**src/rtl/core/tkc_pkg.sv**
```systemverilog
// tkc_pkg: shared types and constants of the touch key conditioner
// payload structs, action codes, register indexes, controller/datapath links
// no dependencies
package tkc_pkg;

    // one scan sample of the four touch lines
    typedef struct packed {
        logic touch_reset;
        logic touch_confirm;
        logic touch_prev;
        logic touch_next;
    } t_smp;

    // one conditioned result
    typedef struct packed {
        logic [2:0] action;
        logic       confirm_press;
        logic       next_press;
        logic       prev_press;
        logic [6:0] progress_level;
    } t_res;

    localparam logic [2:0] ACT_NORMAL   = 3'd0;
    localparam logic [2:0] ACT_WAKE     = 3'd1;
    localparam logic [2:0] ACT_IDLE     = 3'd2;
    localparam logic [2:0] ACT_QUIET    = 3'd3;
    localparam logic [2:0] ACT_PROGRESS = 3'd4;
    localparam logic [2:0] ACT_FIRE     = 3'd5;

    localparam int CFG_IDX_W = 3;
    localparam int CFG_DAT_W = 16;

    localparam logic [CFG_IDX_W-1:0] CFG_DEBOUNCE  = 3'd0;
    localparam logic [CFG_IDX_W-1:0] CFG_HOLD      = 3'd1;
    localparam logic [CFG_IDX_W-1:0] CFG_IDLE      = 3'd2;
    localparam logic [CFG_IDX_W-1:0] CFG_FIRST_REP = 3'd3;
    localparam logic [CFG_IDX_W-1:0] CFG_REP_INT   = 3'd4;
    localparam logic [CFG_IDX_W-1:0] CFG_QUIET     = 3'd5;

    localparam logic [6:0] PCT_FULL = 7'd100;

    // shared divider: dividend up to 1000 * 100, divisor up to 10 bits
    localparam int DVD_W = 17;
    localparam int DVS_W = 10;

    typedef struct packed {
        logic accept;
        logic eval;
        logic launch;
        logic load_out;
    } t_cmd;

    typedef struct packed {
        logic job_any;
        logic div_done;
        logic out_free;
    } t_sts;

endpackage

```
**src/rtl/core/tkc_div.sv**
```systemverilog
// tkc_div: restoring divider, one quotient bit per cycle
// depends on tkc_pkg for operand widths
module tkc_div (
    input  logic                      i_clk,
    input  logic                      i_rst_n,
    input  logic                      i_start,
    input  logic [tkc_pkg::DVD_W-1:0] i_dvd,
    input  logic [tkc_pkg::DVS_W-1:0] i_dvs,
    output logic                      o_done,
    output logic [tkc_pkg::DVD_W-1:0] o_quo,
    output logic [tkc_pkg::DVS_W-1:0] o_rem
);
    import tkc_pkg::*;

    localparam int CNT_W = $clog2(DVD_W);

    logic             r_busy, n_busy;
    logic             r_done, n_done;
    logic [CNT_W-1:0] r_cnt, n_cnt;
    logic [DVD_W-1:0] r_quo, n_quo;
    logic [DVS_W-1:0] r_rem, n_rem;
    logic [DVS_W-1:0] r_dvs, n_dvs;
    logic [DVS_W:0]   shifted;
    logic [DVS_W:0]   diff;

    always_comb begin
        n_busy  = r_busy;
        n_done  = 1'b0;
        n_cnt   = r_cnt;
        n_quo   = r_quo;
        n_rem   = r_rem;
        n_dvs   = r_dvs;
        shifted = {r_rem, r_quo[DVD_W-1]};
        diff    = shifted - {1'b0, r_dvs};
        if (i_start) begin
            n_busy = 1'b1;
            n_cnt  = CNT_W'(DVD_W - 1);
            n_quo  = i_dvd;
            n_rem  = '0;
            n_dvs  = i_dvs;
        end else if (r_busy) begin
            if (shifted >= {1'b0, r_dvs}) begin
                n_rem = diff[DVS_W-1:0];
                n_quo = {r_quo[DVD_W-2:0], 1'b1};
            end else begin
                n_rem = shifted[DVS_W-1:0];
                n_quo = {r_quo[DVD_W-2:0], 1'b0};
            end
            if (r_cnt == '0) begin
                n_busy = 1'b0;
                n_done = 1'b1;
            end else begin
                n_cnt = r_cnt - 1'b1;
            end
        end
    end

    always_ff @(posedge i_clk) begin
        if (!i_rst_n) begin
            r_busy <= 1'b0;
            r_done <= 1'b0;
            r_cnt  <= '0;
        end else begin
            r_busy <= n_busy;
            r_done <= n_done;
            r_cnt  <= n_cnt;
        end
        r_quo <= n_quo;
        r_rem <= n_rem;
        r_dvs <= n_dvs;
    end

    assign o_done = r_done;
    assign o_quo  = r_quo;
    assign o_rem  = r_rem;

endmodule

```
**src/rtl/core/tkc_dp.sv**
```systemverilog
// tkc_dp: datapath of the touch key conditioner
// key state, config registers, job queue for the divider, output register
// depends on tkc_pkg and tkc_div
module tkc_dp #(
    parameter int RESET_HOLD_CAP = 1000
) (
    input  logic                          i_clk,
    input  logic                          i_rst_n,
    input  tkc_pkg::t_cmd                 i_cmd,
    output tkc_pkg::t_sts                 o_sts,
    input  tkc_pkg::t_smp                 i_in,
    output logic                          o_out_valid,
    input  logic                          i_out_ready,
    output tkc_pkg::t_res                 o_out,
    input  logic                          i_cfg_we,
    input  logic [tkc_pkg::CFG_IDX_W-1:0] i_cfg_idx,
    input  logic [tkc_pkg::CFG_DAT_W-1:0] i_cfg_data
);
    import tkc_pkg::*;

    localparam int K_RST  = 0;
    localparam int K_OK   = 1;
    localparam int K_PREV = 2;
    localparam int K_NEXT = 3;

    typedef enum logic [1:0] {
        JOB_NXT = 2'd0,
        JOB_PRV = 2'd1,
        JOB_PCT = 2'd2
    } t_job;

    typedef struct packed {
        logic [15:0] rc;
        logic        press;
        logic        job;
        logic [15:0] dvd;
    } t_rep;

    // auto-repeat step for one key, on its freshly debounced state
    function automatic t_rep f_rep(input logic chg, input logic lvl, input logic [7:0] cnt,
                                   input logic [15:0] rc, input logic [7:0] db,
                                   input logic [9:0] frd);
        t_rep        r;
        logic [15:0] h;
        r       = '0;
        r.rc    = chg ? 16'd0 : rc;
        h       = r.rc + 16'd1;
        r.dvd   = h - {6'd0, frd};
        if (lvl && cnt == db) begin
            r.rc    = 16'd0;
            r.press = 1'b1;
        end else if (lvl && cnt > db) begin
            r.rc = h;
            if (h == {6'd0, frd}) begin
                r.press = 1'b1;
            end else if (h > {6'd0, frd}) begin
                r.job = 1'b1;
            end
        end
        return r;
    endfunction

    // config registers
    logic [7:0]  r_cfg_db;
    logic [9:0]  r_cfg_hold;
    logic [15:0] r_cfg_idle;
    logic [9:0]  r_cfg_frd;
    logic [9:0]  r_cfg_rint;
    logic [7:0]  r_cfg_quiet;

    // key state
    logic        r_idle, n_idle;
    logic [15:0] r_ic, n_ic;
    logic [3:0]  r_lvl, n_lvl;
    logic [7:0]  r_cnt [4];
    logic [7:0]  n_cnt [4];
    logic [15:0] r_rc [2];
    logic [15:0] n_rc [2];
    logic [9:0]  r_hold, n_hold;
    logic        r_latch, n_latch;
    logic [7:0]  r_quiet, n_quiet;

    // sample and result under construction
    t_smp        r_smp;
    logic [2:0]  r_act, n_act;
    logic        r_pok, n_pok;
    logic        r_pnx, n_pnx;
    logic        r_ppv, n_ppv;
    logic [6:0]  r_level, n_level;
    logic        r_job_nxt, n_job_nxt;
    logic        r_job_prv, n_job_prv;
    logic        r_job_pct, n_job_pct;
    logic [15:0] r_nxt_dvd, n_nxt_dvd;
    logic [15:0] r_prv_dvd, n_prv_dvd;
    logic [DVD_W-1:0] r_pct_dvd, n_pct_dvd;
    t_job        r_job_cur;

    t_res        r_out;
    logic        r_out_vld;

    // evaluation temporaries
    logic [3:0]  smp;
    logic        any;
    logic [15:0] ic_step;
    logic [3:0]  chg;
    logic [3:0]  lvl_d;
    logic [7:0]  cnt_d [4];
    t_rep        rep_nx, rep_pv;
    logic        rst_act;
    logic [9:0]  hold_inc;
    logic        ok_press;

    // divider hookup
    logic [DVD_W-1:0] div_dvd;
    logic [DVS_W-1:0] div_dvs;
    logic             div_done;
    logic [DVD_W-1:0] div_quo;
    logic [DVS_W-1:0] div_rem;
    logic [DVS_W-1:0] rint_eff;

    always_comb begin
        smp[K_RST]  = r_smp.touch_reset;
        smp[K_OK]   = r_smp.touch_confirm;
        smp[K_PREV] = r_smp.touch_prev;
        smp[K_NEXT] = r_smp.touch_next;
        any = |smp;
        if (any) begin
            ic_step = 16'd0;
        end else if (r_ic != 16'hFFFF) begin
            ic_step = r_ic + 16'd1;
        end else begin
            ic_step = r_ic;
        end
        for (int k = 0; k < 4; k++) begin
            chg[k] = smp[k] != r_lvl[k];
            lvl_d[k] = smp[k];
            if (chg[k]) begin
                cnt_d[k] = 8'd0;
            end else if (r_cnt[k] != 8'hFF) begin
                cnt_d[k] = r_cnt[k] + 8'd1;
            end else begin
                cnt_d[k] = r_cnt[k];
            end
        end
        ok_press = lvl_d[K_OK] && cnt_d[K_OK] == r_cfg_db;
        rep_nx = f_rep(chg[K_NEXT], lvl_d[K_NEXT], cnt_d[K_NEXT], r_rc[1], r_cfg_db, r_cfg_frd);
        rep_pv = f_rep(chg[K_PREV], lvl_d[K_PREV], cnt_d[K_PREV], r_rc[0], r_cfg_db, r_cfg_frd);
        rst_act  = lvl_d[K_RST] && cnt_d[K_RST] >= r_cfg_db;
        hold_inc = (r_hold < 10'(RESET_HOLD_CAP)) ? r_hold + 10'd1 : r_hold;

        n_idle    = r_idle;
        n_ic      = r_ic;
        n_lvl     = r_lvl;
        n_cnt     = r_cnt;
        n_rc      = r_rc;
        n_hold    = r_hold;
        n_latch   = r_latch;
        n_quiet   = r_quiet;
        n_act     = ACT_NORMAL;
        n_pok     = 1'b0;
        n_pnx     = 1'b0;
        n_ppv     = 1'b0;
        n_level   = 7'd0;
        n_job_nxt = 1'b0;
        n_job_prv = 1'b0;
        n_job_pct = 1'b0;
        n_nxt_dvd = rep_nx.dvd;
        n_prv_dvd = rep_pv.dvd;
        n_pct_dvd = DVD_W'(hold_inc) * DVD_W'(PCT_FULL);

        if (!r_idle) begin
            n_ic = ic_step;
        end
        if (r_idle && any) begin
            n_idle = 1'b0;
            n_ic   = 16'd0;
            n_act  = ACT_WAKE;
        end else if (!r_idle && ic_step >= r_cfg_idle) begin
            n_idle = 1'b1;
            n_act  = ACT_IDLE;
        end else if (r_quiet != 8'd0) begin
            n_quiet = r_quiet - 8'd1;
            n_lvl   = '0;
            n_cnt   = '{default: 8'd0};
            n_rc    = '{default: 16'd0};
            n_hold  = 10'd0;
            n_act   = ACT_QUIET;
        end else begin
            n_lvl   = lvl_d;
            n_cnt   = cnt_d;
            n_rc[1] = rep_nx.rc;
            n_rc[0] = rep_pv.rc;
            if (rst_act) begin
                n_hold = hold_inc;
                if (!r_latch && hold_inc >= r_cfg_hold) begin
                    n_quiet = r_cfg_quiet;
                    n_lvl   = '0;
                    n_cnt   = '{default: 8'd0};
                    n_rc    = '{default: 16'd0};
                    n_hold  = 10'd0;
                    n_latch = 1'b1;
                    n_act   = ACT_FIRE;
                    n_level = PCT_FULL;
                end else begin
                    n_act = ACT_PROGRESS;
                    if (r_cfg_hold == 10'd0) begin
                        n_level = PCT_FULL;
                    end else begin
                        n_job_pct = 1'b1;
                    end
                end
            end else begin
                n_hold    = 10'd0;
                n_latch   = 1'b0;
                n_pok     = ok_press;
                n_pnx     = rep_nx.press;
                n_ppv     = rep_pv.press;
                n_job_nxt = rep_nx.job;
                n_job_prv = rep_pv.job;
            end
        end
    end

    // next job for the divider: next, then prev, then percent
    assign rint_eff = (r_cfg_rint == 10'd0) ? 10'd1 : r_cfg_rint;
    always_comb begin
        if (r_job_nxt) begin
            div_dvd = DVD_W'(r_nxt_dvd);
            div_dvs = rint_eff;
        end else if (r_job_prv) begin
            div_dvd = DVD_W'(r_prv_dvd);
            div_dvs = rint_eff;
        end else begin
            div_dvd = r_pct_dvd;
            div_dvs = r_cfg_hold;
        end
    end

    tkc_div u_div (
        .i_clk   (i_clk),
        .i_rst_n (i_rst_n),
        .i_start (i_cmd.launch),
        .i_dvd   (div_dvd),
        .i_dvs   (div_dvs),
        .o_done  (div_done),
        .o_quo   (div_quo),
        .o_rem   (div_rem)
    );

    always_ff @(posedge i_clk) begin
        if (!i_rst_n) begin
            r_cfg_db    <= 8'd3;
            r_cfg_hold  <= 10'd60;
            r_cfg_idle  <= 16'd2400;
            r_cfg_frd   <= 10'd25;
            r_cfg_rint  <= 10'd20;
            r_cfg_quiet <= 8'd8;
        end else if (i_cfg_we) begin
            unique case (i_cfg_idx)
                CFG_DEBOUNCE:  r_cfg_db    <= i_cfg_data[7:0];
                CFG_HOLD:      r_cfg_hold  <= i_cfg_data[9:0];
                CFG_IDLE:      r_cfg_idle  <= i_cfg_data;
                CFG_FIRST_REP: r_cfg_frd   <= i_cfg_data[9:0];
                CFG_REP_INT:   r_cfg_rint  <= i_cfg_data[9:0];
                CFG_QUIET:     r_cfg_quiet <= i_cfg_data[7:0];
                default: ;
            endcase
        end
    end

    always_ff @(posedge i_clk) begin
        if (!i_rst_n) begin
            r_idle    <= 1'b1;
            r_ic      <= 16'd0;
            r_lvl     <= '0;
            r_cnt     <= '{default: 8'd0};
            r_rc      <= '{default: 16'd0};
            r_hold    <= 10'd0;
            r_latch   <= 1'b0;
            r_quiet   <= 8'd0;
            r_job_nxt <= 1'b0;
            r_job_prv <= 1'b0;
            r_job_pct <= 1'b0;
            r_job_cur <= JOB_NXT;
            r_out_vld <= 1'b0;
        end else begin
            if (i_cmd.eval) begin
                r_idle    <= n_idle;
                r_ic      <= n_ic;
                r_lvl     <= n_lvl;
                r_cnt     <= n_cnt;
                r_rc      <= n_rc;
                r_hold    <= n_hold;
                r_latch   <= n_latch;
                r_quiet   <= n_quiet;
                r_job_nxt <= n_job_nxt;
                r_job_prv <= n_job_prv;
                r_job_pct <= n_job_pct;
            end else if (i_cmd.launch) begin
                if (r_job_nxt) begin
                    r_job_nxt <= 1'b0;
                    r_job_cur <= JOB_NXT;
                end else if (r_job_prv) begin
                    r_job_prv <= 1'b0;
                    r_job_cur <= JOB_PRV;
                end else begin
                    r_job_pct <= 1'b0;
                    r_job_cur <= JOB_PCT;
                end
            end
            if (i_cmd.load_out) begin
                r_out_vld <= 1'b1;
            end else if (i_out_ready) begin
                r_out_vld <= 1'b0;
            end
        end
    end

    // payload registers
    always_ff @(posedge i_clk) begin
        if (i_cmd.accept) begin
            r_smp <= i_in;
        end
        if (i_cmd.eval) begin
            r_act     <= n_act;
            r_pok     <= n_pok;
            r_pnx     <= n_pnx;
            r_ppv     <= n_ppv;
            r_level   <= n_level;
            r_nxt_dvd <= n_nxt_dvd;
            r_prv_dvd <= n_prv_dvd;
            r_pct_dvd <= n_pct_dvd;
        end else if (div_done) begin
            case (r_job_cur)
                JOB_NXT: r_pnx <= div_rem == '0;
                JOB_PRV: r_ppv <= div_rem == '0;
                default: begin
                    r_level <= (div_quo > DVD_W'(PCT_FULL)) ? PCT_FULL : div_quo[6:0];
                end
            endcase
        end
        if (i_cmd.load_out) begin
            r_out.action         <= r_act;
            r_out.confirm_press  <= r_pok;
            r_out.next_press     <= r_pnx;
            r_out.prev_press     <= r_ppv;
            r_out.progress_level <= r_level;
        end
    end

    assign o_sts.job_any  = r_job_nxt | r_job_prv | r_job_pct;
    assign o_sts.div_done = div_done;
    assign o_sts.out_free = !r_out_vld || i_out_ready;
    assign o_out_valid    = r_out_vld;
    assign o_out          = r_out;

endmodule

```
**src/rtl/core/tkc_ctrl.sv**
```systemverilog
// tkc_ctrl: sequencer of the touch key conditioner
// steps one request through evaluate, divider jobs and output load
// depends on tkc_pkg
module tkc_ctrl (
    input  logic          i_clk,
    input  logic          i_rst_n,
    input  logic          i_in_valid,
    output logic          o_in_ready,
    output tkc_pkg::t_cmd o_cmd,
    input  tkc_pkg::t_sts i_sts
);
    import tkc_pkg::*;

    typedef enum logic [4:0] {
        S_WAIT   = 5'b00001,
        S_EVAL   = 5'b00010,
        S_LAUNCH = 5'b00100,
        S_DIV    = 5'b01000,
        S_OUT    = 5'b10000
    } t_state;

    t_state r_state, n_state;

    always_comb begin
        n_state        = r_state;
        o_cmd          = '0;
        o_in_ready     = 1'b0;
        unique case (r_state)
            S_WAIT: begin
                o_in_ready = 1'b1;
                if (i_in_valid) begin
                    o_cmd.accept = 1'b1;
                    n_state      = S_EVAL;
                end
            end
            S_EVAL: begin
                o_cmd.eval = 1'b1;
                n_state    = S_LAUNCH;
            end
            S_LAUNCH: begin
                if (i_sts.job_any) begin
                    o_cmd.launch = 1'b1;
                    n_state      = S_DIV;
                end else begin
                    n_state = S_OUT;
                end
            end
            S_DIV: begin
                if (i_sts.div_done) begin
                    n_state = S_LAUNCH;
                end
            end
            S_OUT: begin
                if (i_sts.out_free) begin
                    o_cmd.load_out = 1'b1;
                    n_state        = S_WAIT;
                end
            end
            default: n_state = S_WAIT;
        endcase
    end

    always_ff @(posedge i_clk) begin
        if (!i_rst_n) begin
            r_state <= S_WAIT;
        end else begin
            r_state <= n_state;
        end
    end

endmodule

```
**src/rtl/core/touch_key_conditioner_top.sv**
```systemverilog
// touch_key_conditioner_top: debounce, auto-repeat and long-press reset for four touch keys
// channel       | handshake                  | payload
// sample in     | i_in_valid / o_in_ready    | i_in  (tkc_pkg::t_smp)
// result out    | o_out_valid / i_out_ready  | o_out (tkc_pkg::t_res)
// config write  | i_cfg_we                   | i_cfg_idx, i_cfg_data
// one request at a time: accept, evaluate, divider jobs if any, then the output load;
// the jobs are the percent level alone or one or two repeat checks, run one after another
// each job: launch state, the 17 steps of the shared restoring divider, done strobe
// a new request is taken while the previous result still waits in the output register
// reset is synchronous, active low; state, config and flags reset, payload registers do not
module touch_key_conditioner_top #(
    parameter int RESET_HOLD_CAP = 1000
) (
    input  logic                          i_clk,
    input  logic                          i_rst_n,
    input  logic                          i_in_valid,
    output logic                          o_in_ready,
    input  tkc_pkg::t_smp                 i_in,
    output logic                          o_out_valid,
    input  logic                          i_out_ready,
    output tkc_pkg::t_res                 o_out,
    input  logic                          i_cfg_we,
    input  logic [tkc_pkg::CFG_IDX_W-1:0] i_cfg_idx,
    input  logic [tkc_pkg::CFG_DAT_W-1:0] i_cfg_data
);
    import tkc_pkg::*;

    t_cmd cmd;
    t_sts sts;

    tkc_ctrl u_ctrl (
        .i_clk      (i_clk),
        .i_rst_n    (i_rst_n),
        .i_in_valid (i_in_valid),
        .o_in_ready (o_in_ready),
        .o_cmd      (cmd),
        .i_sts      (sts)
    );

    tkc_dp #(
        .RESET_HOLD_CAP (RESET_HOLD_CAP)
    ) u_dp (
        .i_clk       (i_clk),
        .i_rst_n     (i_rst_n),
        .i_cmd       (cmd),
        .o_sts       (sts),
        .i_in        (i_in),
        .o_out_valid (o_out_valid),
        .i_out_ready (i_out_ready),
        .o_out       (o_out),
        .i_cfg_we    (i_cfg_we),
        .i_cfg_idx   (i_cfg_idx),
        .i_cfg_data  (i_cfg_data)
    );

endmodule

```
**config.mk**
```make
export PLATFORM = sky130hd
export DESIGN_NAME = touch_key_conditioner_top
export DESIGN_NICKNAME = d
export VERILOG_FILES = /design/src/rtl/core/tkc_pkg.sv /design/src/rtl/core/tkc_div.sv /design/src/rtl/core/tkc_dp.sv /design/src/rtl/core/tkc_ctrl.sv /design/src/rtl/core/touch_key_conditioner_top.sv
export SDC_FILE = /design/constraint.sdc
export NUM_CORES = 1
export LEC_CHECK = 0
export BUFFER_PORTS_ARGS = -buffer_cell sky130_fd_sc_hd__buf_2
export CORE_ASPECT_RATIO = 1.25
export CORE_MARGIN = 2
export CORE_UTILIZATION = 40
export DETAILED_ROUTE_END_ITERATION = 10
export SLEW_MARGIN = 40
export SYNTH_ARGS = -nofsm -noshare
export SYNTH_HDL_FRONTEND = slang
export SYNTH_HIERARCHICAL = 1
export SYNTH_SLANG_ARGS = --single-unit
```
**constraint.sdc**
```tcl
create_clock -name i_clk -period 6.9 [get_ports i_clk]
set_input_delay 0.345 -clock i_clk [delete_from_list [all_inputs] [get_ports i_clk]]
set_output_delay 0.345 -clock i_clk [all_outputs]
set_load 0.005 [all_outputs]
```
==> impl_metrics.env <==
export IMPL_detail_route_antenna_nets=0
export IMPL_drcViolationCount=0
export IMPL_fin_nets=2237
export IMPL_synth_avg_cell_area_um2=8.66
export IMPL_clk_latency_ps=550
export IMPL_viasPerCell=5.62
export IMPL_drv_slew=0
export IMPL_h_tree_depth=2
export IMPL_synth_warning_count=6
export IMPL_drv_cap=0
export IMPL_synth_seq_cells=298
export IMPL_netlist_area_um2=17900
export IMPL_fmax_mhz=194
export IMPL_initial_core_util=0.406
export IMPL_core_region_area_um2=44100
export IMPL_cts_buffer_depth=3
export IMPL_fillers=4349
export IMPL_end_kind="flip-flop"
export IMPL_rsz0062_at_grt="false"
export IMPL_finalSetupViolations=0
export IMPL_slew_headroom=0.448
export IMPL_io_buffers=42
export IMPL_critical_path_class="reg2reg"
export IMPL_synthMostInstantiatedCell="nand2_1"
export IMPL_placed_cells=2606
export IMPL_status="complete, no violations"
export IMPL_async_flop_share=0
export IMPL_ys_seq_area_frac=0.391
export IMPL_grt_use_total=0.202
export IMPL_overflow=0
export IMPL_synth_top_area_share=0.217
export IMPL_ctsResizeCount=0
export IMPL_skew_ps=25.1
export IMPL_tightest_slew_ps=823
export IMPL_post_route_period_util=0.748
export IMPL_cts_sinks=298
export IMPL_yosys_top_cells_area="dfxtp_1 (22%), edfxtp_1 (17%), ha_1 (8.8%), nand2_1 (6.3%), a21oi_1 (4.8%)"
export IMPL_synth_nets=2231
export IMPL_clkTransAtPathRegs_ps=60
export IMPL_crit_required_ps=7360
export IMPL_stdcell_count=2674
export IMPL_num_vias=15000
export IMPL_grt_max_degree=78
export IMPL_wirelength_um=47400
export IMPL_grt_pass1_vias=14200
export IMPL_hold_buffers=4
export IMPL_die_area_um2=46500
export IMPL_cts_buffers=35
export IMPL_gp_congestion=0.885
export IMPL_insertedDiodeCount=0
export IMPL_cts_tree="yes"
export IMPL_wl_per_cell_um=17.7
export IMPL_hp_class="in2reg"
export IMPL_setup_tns_ps=0
export IMPL_yosys_cell_types_count=92
export IMPL_start_kind="flip-flop"
export IMPL_synth_area_leader_cell="dfxtp_1"
export IMPL_fp_dieH_um=241
export IMPL_vdd_drop_max_uv=210
export IMPL_antenna_found_initial=1
export IMPL_min_period_ps=5160
export IMPL_row_count=86
export IMPL_critical_path_arrival_ps=5620
export IMPL_die_width_um=193
export IMPL_pin_count=43
export IMPL_synthCells=2069
export IMPL_postCtsSetupBuffers=0
export IMPL_power_density_nw_per_um2=197
export IMPL_syn2layout_area_growth_pct=10.7
export IMPL_cts_root_buf="clkbuf_16"
export IMPL_grt_first_pass_wirelength_um=76500
export IMPL_dp_hpwl_um=34500
export IMPL_hold_viol=0
export IMPL_p_leak_nw=7.48
export IMPL_path_max_fanout=17
export IMPL_dr_pass1_iters=5
export IMPL_synth_ff_type="dfxtp_1"
export IMPL_drive_gt1_frac=0.0875
export IMPL_synth_common_cells="nand2_1 (301), dfxtp_1 (194), a21oi_1 (173)"
export IMPL_synth_edf_count=104
export IMPL_drt_initial_drc_count=1002
==> cell type report <==
type	instances	area, µm²	area share
flip-flops and latches	298	7010	0.353
multi-input cells	1580	10200	0.513
repair buffers	65	400	0.0202
well taps	572	716	0.0361
clock buffers	48	1040	0.0524
inverters	95	358	0.0180
clock inverters	16	134	0.00675
==> cells by family after synthesis <==
logic type                 count (synthesis)  synth area share
DFF                                      298             0.391
buffers and inverters                    191            0.0435
and+or+nand+nor                          805             0.214
muxes                                     56            0.0332
xor gates and xnor gates                 116            0.0586
adders and majority gates                134            0.0969
AOI/OAI and AO/OA                        469             0.163
==> critical path: stages, from the launching register on <==
cell and delay (ps):
dfxtp_1 430, ha_1 240, and3_1 210, nand4_1 220, or3_1 590, and2_1 260
nand2_1 130, xor2_1 150, nor2_1 70, ha_1 320, a21oi_1 120, o21ai_0 110
o21ai_0 250, o211ai_1 240, a21oi_4 510, buf_4 330, nand2_1 100, or3_1 530
o41ai_2 260
==> sequential cells by signal, summed over array words and instances, names as in the netlist, 13 cells and up <==
signal            count
u_dp/o_out           13
u_dp/r_cfg_idle      16
u_dp/r_cnt           32
u_dp/r_ic            16
u_dp/r_nxt_dvd       16
u_dp/r_pct_dvd       15
u_dp/r_prv_dvd       16
u_dp/r_rc            32
u_dp/u_div/o_quo     17
==> report_power, final <==
group	internal [mW]	switching, mW
registers	1.83	0.0216
logic	0.0557	0.126
clock network	1.11	0.773
total	3.00	0.920
==> cell usage in the layout, fill, tap and decap left out, drive strengths merged, types with 9 or more instances in the layout <==
cell / count
nand2: 303
a21o: 24
a31oi: 19
ha: 126
or3: 16
a21oi: 174
nand4: 33
a211oi: 26
and3: 29
buf: 61
o41ai: 12
edfxtp: 104
mux2i: 28
o21a: 16
nor2: 167
nor4: 16
xnor2: 53
nor3: 42
mux2: 28
nand2b: 12
o21bai: 9
clkbuf: 48
nor2b: 19
clkinv: 12
dfxtp: 194
xor2: 63
and2: 18
o211ai: 22
o31ai: 14
inv: 97
o21ai: 99
nand3: 119
or4: 9
==> path summary, 6_finish.rpt <==
| check | start | end | slack [ps] | cells after the start |
|---|---|---|---|---|
| worst max-delay path | u_dp/r_ic[0]$_SDFFE_PN0P_ | u_dp/r_rc[4]$_SDFFE_PN0P_ | 1740 | 18 |
| worst min-delay path | i_cfg_data[11] | u_dp/r_cfg_idle[11]$_SDFFE_PN1P_ | 30 | 3 |
| worst max register to register | u_dp/r_ic[0]$_SDFFE_PN0P_ | u_dp/r_rc[4]$_SDFFE_PN0P_ | 1740 | 18 |
| worst min register to register | u_dp/r_ppv$_DFFE_PP_ | u_dp/o_out[7]$_DFFE_PP_ | 400 | 0 |
==> metal layers <==
layer / vias up / global-route usage / part of all wire
met1: 7162 / 0.252 / 0.44
met4: 2 / 0.0763 / 0.031
met2: 324 / 0.358 / 0.49
met3: 89 / 0.0242 / 0.039
li1: 7441 / - / -
met5: - / 0 / 0.00027
==> through the flow <==
stage / setup WS [ps] / power, mW / instance area, µm² / hold WS [ps] / util
global route: 1230 / 4.05 / 19800 / 49.4 / 0.450
finish: 1740 / 3.92 / 19800 / 28.2 / 0.450
CTS: 1830 / 3.96 / 19800 / 6.58 / 0.449
detailed placement: 1860 / 2.07 / 18600 / 405 / 0.422
floorplan: 812 / 2.00 / 17900 / 400 / -
global placement: 1820 / 2.07 / 18600 / 401 / 0.421
Note: power is estimated with default switching activity, not from simulation.
